==> src/design/fpl_pkg.sv <==
// ----------------------------------------------------------------------------
// fpl_pkg
// Types and fixed constants shared by the frame table.
// ----------------------------------------------------------------------------
`default_nettype none

package fpl_pkg;

  localparam int unsigned INDEX_W = 6;

  typedef enum logic [1:0] {
    S_IDLE,
    S_SCAN,
    S_LAST,
    S_WRITE
  } state_t;

endpackage

`default_nettype wire

==> src/design/fpl_frame_ram.sv <==
// ----------------------------------------------------------------------------
// fpl_frame_ram
// One write port, one read port frame memory with registered read data.
// ----------------------------------------------------------------------------
`default_nettype none

module fpl_frame_ram #(
  parameter int unsigned DEPTH = 64,
  parameter int unsigned WIDTH = 52,
  localparam int unsigned ADDR_BITS = (DEPTH > 1) ? $clog2(DEPTH) : 1
) (
  input  wire logic                 clk,
  input  wire logic                 we,
  input  wire logic [ADDR_BITS-1:0] waddr,
  input  wire logic [WIDTH-1:0]     wdata,
  input  wire logic                 re,
  input  wire logic [ADDR_BITS-1:0] raddr,
  output logic      [WIDTH-1:0]     rdata
);

  logic [WIDTH-1:0] mem [DEPTH];

  always_ff @(posedge clk) begin
    if (we) begin
      mem[waddr] <= wdata;
    end
  end

  always_ff @(posedge clk) begin
    if (re) begin
      rdata <= mem[raddr];
    end
  end

endmodule

`default_nettype wire

==> src/design/fpl_ctrl.sv <==
// ----------------------------------------------------------------------------
// fpl_ctrl
// Scan sequencer: walks the full frames, finds the hit, the oldest stamp and
// the FIFO victim, then writes back the referenced frame.
// ----------------------------------------------------------------------------
`default_nettype none

module fpl_ctrl #(
  parameter int unsigned FRAMES     = 64,
  parameter int unsigned PAGE_BITS  = 20,
  parameter int unsigned STAMP_BITS = 32,
  localparam int unsigned FRAME_BITS = $clog2(FRAMES),
  localparam int unsigned FILL_BITS  = $clog2(FRAMES + 1),
  localparam int unsigned WORD_BITS  = PAGE_BITS + STAMP_BITS
) (
  input  wire logic                        clk,
  input  wire logic                        rst,
  input  wire logic                        start,
  output logic                             busy,
  input  wire logic [PAGE_BITS-1:0]        page_number,
  input  wire logic                        replace_mode,
  output logic                             done,
  output logic                             hit,
  output logic      [fpl_pkg::INDEX_W-1:0] frame_index,
  output logic                             evicted,
  output logic      [PAGE_BITS-1:0]        evicted_page,
  output logic                             mem_we,
  output logic      [FRAME_BITS-1:0]       mem_waddr,
  output logic      [WORD_BITS-1:0]        mem_wdata,
  output logic                             mem_re,
  output logic      [FRAME_BITS-1:0]       mem_raddr,
  input  wire logic [WORD_BITS-1:0]        mem_rdata
);

  import fpl_pkg::*;

  state_t                  state;
  state_t                  state_next;
  logic [PAGE_BITS-1:0]    page;
  logic [FILL_BITS-1:0]    fill;
  logic [FRAME_BITS-1:0]   fifo_ptr;
  logic [STAMP_BITS-1:0]   access_count;
  logic [FRAME_BITS-1:0]   rd_addr;
  logic                    rd_vld;
  logic [FRAME_BITS-1:0]   rd_idx;
  logic                    hit_found;
  logic [FRAME_BITS-1:0]   hit_idx;
  logic [STAMP_BITS-1:0]   lru_stamp;
  logic [FRAME_BITS-1:0]   lru_idx;
  logic [PAGE_BITS-1:0]    lru_page;
  logic [PAGE_BITS-1:0]    fifo_page;

  logic                    table_full;
  logic                    scan_last;
  logic [FRAME_BITS-1:0]   widx;
  logic                    ev;
  logic [PAGE_BITS-1:0]    evp;
  logic [PAGE_BITS-1:0]    rpage;
  logic [STAMP_BITS-1:0]   rstamp;

  assign table_full = (fill == FILL_BITS'(FRAMES));
  assign scan_last  = ((FILL_BITS'(rd_addr) + FILL_BITS'(1)) == fill);
  assign rpage      = mem_rdata[WORD_BITS-1:STAMP_BITS];
  assign rstamp     = mem_rdata[STAMP_BITS-1:0];

  // victim and target frame
  always_comb begin
    widx = hit_idx;
    ev   = 1'b0;
    evp  = '0;
    if (hit_found) begin
      widx = hit_idx;
    end else if (!table_full) begin
      widx = fill[FRAME_BITS-1:0];
    end else if (!replace_mode) begin
      widx = fifo_ptr;
      ev   = 1'b1;
      evp  = fifo_page;
    end else begin
      widx = lru_idx;
      ev   = 1'b1;
      evp  = lru_page;
    end
  end

  always_comb begin
    state_next = state;
    case (state)
      S_IDLE: begin
        if (start) begin
          state_next = (fill == '0) ? S_WRITE : S_SCAN;
        end
      end
      S_SCAN: begin
        if (scan_last) begin
          state_next = S_LAST;
        end
      end
      S_LAST:  state_next = S_WRITE;
      S_WRITE: state_next = S_IDLE;
      default: state_next = S_IDLE;
    endcase
  end

  always_comb begin
    busy         = (state != S_IDLE);
    mem_re       = (state == S_SCAN);
    mem_raddr    = rd_addr;
    done         = (state == S_WRITE);
    mem_we       = (state == S_WRITE);
    mem_waddr    = widx;
    mem_wdata    = {page, access_count};
    hit          = hit_found;
    frame_index  = INDEX_W'(widx);
    evicted      = ev;
    evicted_page = evp;
  end

  always_ff @(posedge clk) begin
    if (rst) begin
      state        <= S_IDLE;
      fill         <= '0;
      fifo_ptr     <= '0;
      access_count <= '0;
      rd_vld       <= 1'b0;
      hit_found    <= 1'b0;
    end else begin
      state  <= state_next;
      rd_vld <= (state == S_SCAN);
      if (state == S_IDLE && start) begin
        hit_found <= 1'b0;
      end else if (rd_vld && !hit_found && rpage == page) begin
        hit_found <= 1'b1;
      end
      if (state == S_WRITE) begin
        if (!hit_found && !table_full) begin
          fill <= fill + FILL_BITS'(1);
        end
        if (ev && !replace_mode) begin
          fifo_ptr <= (fifo_ptr == FRAME_BITS'(FRAMES - 1)) ? '0
                                                           : fifo_ptr + FRAME_BITS'(1);
        end
        if (access_count != '1) begin
          access_count <= access_count + STAMP_BITS'(1);
        end
      end
    end
  end

  always_ff @(posedge clk) begin
    if (state == S_IDLE && start) begin
      page    <= page_number;
      rd_addr <= '0;
    end else if (state == S_SCAN) begin
      rd_addr <= rd_addr + FRAME_BITS'(1);
    end
    rd_idx <= rd_addr;
    if (rd_vld) begin
      if (!hit_found && rpage == page) begin
        hit_idx <= rd_idx;
      end
      if (rd_idx == '0 || rstamp < lru_stamp) begin
        lru_stamp <= rstamp;
        lru_idx   <= rd_idx;
        lru_page  <= rpage;
      end
      if (rd_idx == fifo_ptr) begin
        fifo_page <= rpage;
      end
    end
  end

endmodule

`default_nettype wire

==> src/design/page_replacement_fifo_lru.sv <==
// ----------------------------------------------------------------------------
// page_replacement_fifo_lru
// Fully associative frame table with FIFO or LRU replacement.
// ----------------------------------------------------------------------------
// A reference is taken when start is high and busy is low. The filled
// frames of the frame memory are scanned one entry per cycle through its
// single read port (the scan is skipped when the table is empty), then the
// referenced frame is written back. The result appears for one cycle with
// done high and cannot be stalled. mode_we writes the replacement mode
// (0 FIFO, 1 LRU) and must only be used while busy is low.
`default_nettype none

module page_replacement_fifo_lru #(
  parameter int unsigned FRAMES     = 64,
  parameter int unsigned PAGE_BITS  = 20,
  parameter int unsigned STAMP_BITS = 32
) (
  input  wire logic                        clk,
  input  wire logic                        rst,
  input  wire logic                        start,
  output logic                             busy,
  input  wire logic [PAGE_BITS-1:0]        page_number,
  input  wire logic                        mode_we,
  input  wire logic                        mode_wdata,
  output logic                             done,
  output logic                             hit,
  output logic      [fpl_pkg::INDEX_W-1:0] frame_index,
  output logic                             evicted,
  output logic      [PAGE_BITS-1:0]        evicted_page
);

  import fpl_pkg::*;

  localparam int unsigned FRAME_BITS = $clog2(FRAMES);
  localparam int unsigned WORD_BITS  = PAGE_BITS + STAMP_BITS;

  logic                  replace_mode;
  logic                  mem_we;
  logic [FRAME_BITS-1:0] mem_waddr;
  logic [WORD_BITS-1:0]  mem_wdata;
  logic                  mem_re;
  logic [FRAME_BITS-1:0] mem_raddr;
  logic [WORD_BITS-1:0]  mem_rdata;

  always_ff @(posedge clk) begin
    if (rst) begin
      replace_mode <= 1'b0;
    end else if (mode_we) begin
      replace_mode <= mode_wdata;
    end
  end

  fpl_frame_ram #(
    .DEPTH (FRAMES),
    .WIDTH (WORD_BITS)
  ) u_ram (
    .clk   (clk),
    .we    (mem_we),
    .waddr (mem_waddr),
    .wdata (mem_wdata),
    .re    (mem_re),
    .raddr (mem_raddr),
    .rdata (mem_rdata)
  );

  fpl_ctrl #(
    .FRAMES     (FRAMES),
    .PAGE_BITS  (PAGE_BITS),
    .STAMP_BITS (STAMP_BITS)
  ) u_ctrl (
    .clk          (clk),
    .rst          (rst),
    .start        (start),
    .busy         (busy),
    .page_number  (page_number),
    .replace_mode (replace_mode),
    .done         (done),
    .hit          (hit),
    .frame_index  (frame_index),
    .evicted      (evicted),
    .evicted_page (evicted_page),
    .mem_we       (mem_we),
    .mem_waddr    (mem_waddr),
    .mem_wdata    (mem_wdata),
    .mem_re       (mem_re),
    .mem_raddr    (mem_raddr),
    .mem_rdata    (mem_rdata)
  );

endmodule

`default_nettype wire

==> config.mk <==
export PLATFORM = sky130hd
export DESIGN_NAME = page_replacement_fifo_lru
export DESIGN_NICKNAME = d
export VERILOG_FILES = /design/src/design/fpl_pkg.sv /design/src/design/fpl_frame_ram.sv /design/src/design/fpl_ctrl.sv /design/src/design/page_replacement_fifo_lru.sv
export SDC_FILE = /design/constraint.sdc
export NUM_CORES = 2
export LEC_CHECK = 0
export BUFFER_PORTS_ARGS = -buffer_cell sky130_fd_sc_hd__buf_4
export CELL_PAD_IN_SITES_DETAIL_PLACEMENT = 1
export CELL_PAD_IN_SITES_GLOBAL_PLACEMENT = 1
export CORE_UTILIZATION = 35
export DETAILED_ROUTE_END_ITERATION = 8
export PLACE_DENSITY_LB_ADDON = 0.1
export SYNTH_ARGS = -nofsm -noshare
export SYNTH_HDL_FRONTEND = slang
export SYNTH_SLANG_ARGS = --single-unit
==> constraint.sdc <==
create_clock -name clk -period 19.1 [get_ports clk]
set_input_delay 1.91 -clock clk [delete_from_list [all_inputs] [get_ports clk]]
set_output_delay 1.91 -clock clk [all_outputs]
set_load 0.005 [all_outputs]
==> results.yml <==
outcome:
  status: "finished, final reports clean"
yosys:
  syn_area_um2: 136000
  avgSynthCellArea_um2: 23.4
  async_flop_share: 0
  ys_types: 61
  synth_edf_count: 3484
  synth_top_area_cell: "edfxtp_1"
  ys_seq_area_frac: 0.780
  synth_most_common_cell: "edfxtp_1"
  synth_flop_cell: "edfxtp_1"
  synthTopCellsByArea: "edfxtp_1 (77%), mux4_2 (16%), dfxtp_1 (0.91%)"
  syn_nets: 5860
  yosysWarnings: 0
  ys_seq_elements: 3546
  yosys.area.top_type_share: 0.771
  synth_cells: 5794
  synth_top_cells_by_count: "edfxtp_1 (3,484), mux4_2 (972), nor2_1 (200)"
global_route:
  overflow: 0
  grt_pass1_vias: 67862
  grt_max_degree: 111
  grt_antenna_before_repair: 20
  grt_pass1_wl_um: 583000
  grt_usage: 0.218
power_and_ir_drop:
  power_density_nw_per_um2: 122
  ir_drop_mv: 0.0901
  p_leak_nw: 47.7
setup_path:
  path_cells: "inv_1 > ha_1 > nor4b_2 > nand3_1 > or2_2 > buf_4 > nor2_1 > buf_4"
  path_delay_family: "simple AND/OR/NAND/NOR gates"
  cp-end-kind: "output pin"
  crit_arrival_ns: 3.82
  critical_path_class: "flip-flop to output pin"
  crit_path_frequent_cell: "buf_4"
  cp.required_ns: 17.19
  critPathLaunchType: "flip-flop"
  cp_slowest_stage_delay_ns: 0.53
  slowest_stage: "nor2_1"
  crit_fanout: 13
  crit_buf_inv: 3
sta:
  fmax_mhz: 174
  clock_skew_ns: 0.0413
  rsz0062_at_grt: "false"
  timing.final.ws_setup_ns: 13.37
  min_period_ns: 5.73
  tns_ns: 0
  finalSetupViolations: 0
  max_slew.worst_pin.slew_ns: 1.30
  hold_viol: 0
  finalCritPeriodShare: 0.300
  maxSlewViolCount: 0
  slew_headroom: 0.136
floorplanning:
  core_region_area_um2: 386000
  initial_core_util: 0.352
  rows: 228
  fp.dieArea_um2: 390000
  die_w_um: 625
  die_h_um: 625
  io_pins: 55
clock_network:
  htree_levels: 5
  cts_hold_buf: 0
  cts.repair.resized: 0
  clkSlewWorstSetupHoldPaths_ns: 0.07
  clk_latency_ns: 0.96
  cts_setup_buffers: 0
  cts_buffer_depth: 4
  cts_tree: "yes"
  cts_made_buffers: 386
  clock-sinks: 3546
  cts-root-buf: "clkbuf_16"
finish:
  nets: 6251
  final_cells: 11674
  final_layout_size_suffix_gt1_frac: 0.308
  synthToLayoutAreaGrowth_pct: 14.8
place:
  place_congestion: 0.747
  portBuffers: 54
  place_ws_ns: 13.29
  placed_cells: 10972
  dp_hpwl_um: 229000
route:
  drt_iter0_markers: 7168
  viasPerCell: 5.53
  drt_pass1_iterations: 7
  route.detailed.drc: 0
  ant_nets: 0
  vias: 64526
  routed_wl_um: 429000
  detail_route.wl_per_cell_um: 36.8
hold_path:
  hold_class: "flip-flop to flip-flop"
flow_run:
  drv_cap: 0
## state kept, by name, indices dropped and copies added (netlist names), 7 cells and up
register,cells
u_ctrl.access_count,32
u_ctrl.fifo_page,20
u_ctrl.lru_page,20
u_ram.rdata,52
u_ctrl.lru_stamp,32
u_ram.mem,3328
u_ctrl.page,20
u_ctrl.fill,7
## placed cells by master (no fill, tap or decap), drive strengths merged, types with 15 or more instances in the layout
cell    netlist  routed
a21oi        88      88
a221o        18      18
a22oi        50      50
and3         15      15
buf         167     308
bufinv        0      22
clkbuf      138     476
clkinv        1     183
dfxtp        62      62
edfxtp     3484    3484
ha           41      41
inv          43      52
mux2         71      71
mux2i        96      96
mux4        972     972
nand2        44      44
nand3        20      20
nand4        39      39
nor2        207     207
o221ai       16      16
o22ai        19      19
xnor2        29      29
xor2         43      43
## per-layer routing
metal | track usage | part of all wire | vias up
met3 | 0.0235 | 0.048 | 521
met2 | 0.366 | 0.49 | 1836
met4 | 0.0505 | 0.023 | 2
met5 | 0 | 0.000030 | -
li1 | - | - | 25561
met1 | 0.307 | 0.44 | 36606
## report_power, final
| group | total, mW | internal (mW) | switching, mW |
|---|---|---|---|
| registers | 8.95 | 8.79 | 0.160 |
| clock network | 7.19 | 4.08 | 3.10 |
| logic | 2.95 | 1.38 | 1.57 |
| total | 19.1 | 14.3 | 4.83 |
## cells by family (layout without fill, tap and decap cells)
| family | count (synthesis) | in the layout | share of synthesized area |
|---|---|---|---|
| flip-flops | 3546 | 3546 | 0.780 |
| multiplexers | 1139 | 1139 | 0.174 |
| AND/OR/NAND/NOR | 410 | 410 | 0.0146 |
| buffers and inverters | 349 | 1047 | 0.0107 |
| AO/OA/AOI/OAI | 237 | 237 | 0.0119 |
| XOR/XNOR | 72 | 72 | 0.00465 |
| adder cells (fa/ha/maj) | 41 | 41 | 0.00378 |
| other | 0 | 7 | 0 |
## worst paths after layout
kind / slack (ns) / endpoint / start / depth (start not counted)
worst max-delay path: 13.37 / evicted_page[11] / u_ctrl.fill[0] / 8
worst min-delay path: 0.50 / u_ctrl.lru_stamp[14] / u_ram.rdata[14] / 0
worst max register to register: 13.46 / u_ram.rdata[11] / u_ctrl.mem_raddr[0] / 9
worst min register to register: 0.50 / u_ctrl.lru_stamp[14] / u_ram.rdata[14] / 0
## cell type report
cell class / instances / area, um^2
tap: 5175 / 6470
antenna: 7 / 17.5
clock buffer: 476 / 10200
inverter: 44 / 165
clock inverter: 219 / 1720
fill: 35787 / 230000
timing repair buffer: 308 / 2390
multi-input combinational: 1899 / 28900
sequential: 3546 / 106000
## per-stage QoR
| stage | util | hold slack, ns | instance area, um^2 | power (mW) |
|---|---|---|---|---|
| final | 0.404 | 0.498 | 156000 | 19.1 |
| after floorplan | - | 0.326 | 136000 | 11.1 |
| after detailed placement | 0.373 | 0.462 | 144000 | 12.1 |
| after global placement | 0.373 | 0.471 | 144000 | 12.1 |
| after CTS | 0.404 | 0.493 | 156000 | 19.3 |
| after global routing | 0.404 | 0.510 | 156000 | 19.7 |
Note: power is estimated with default switching activity, not from simulation.
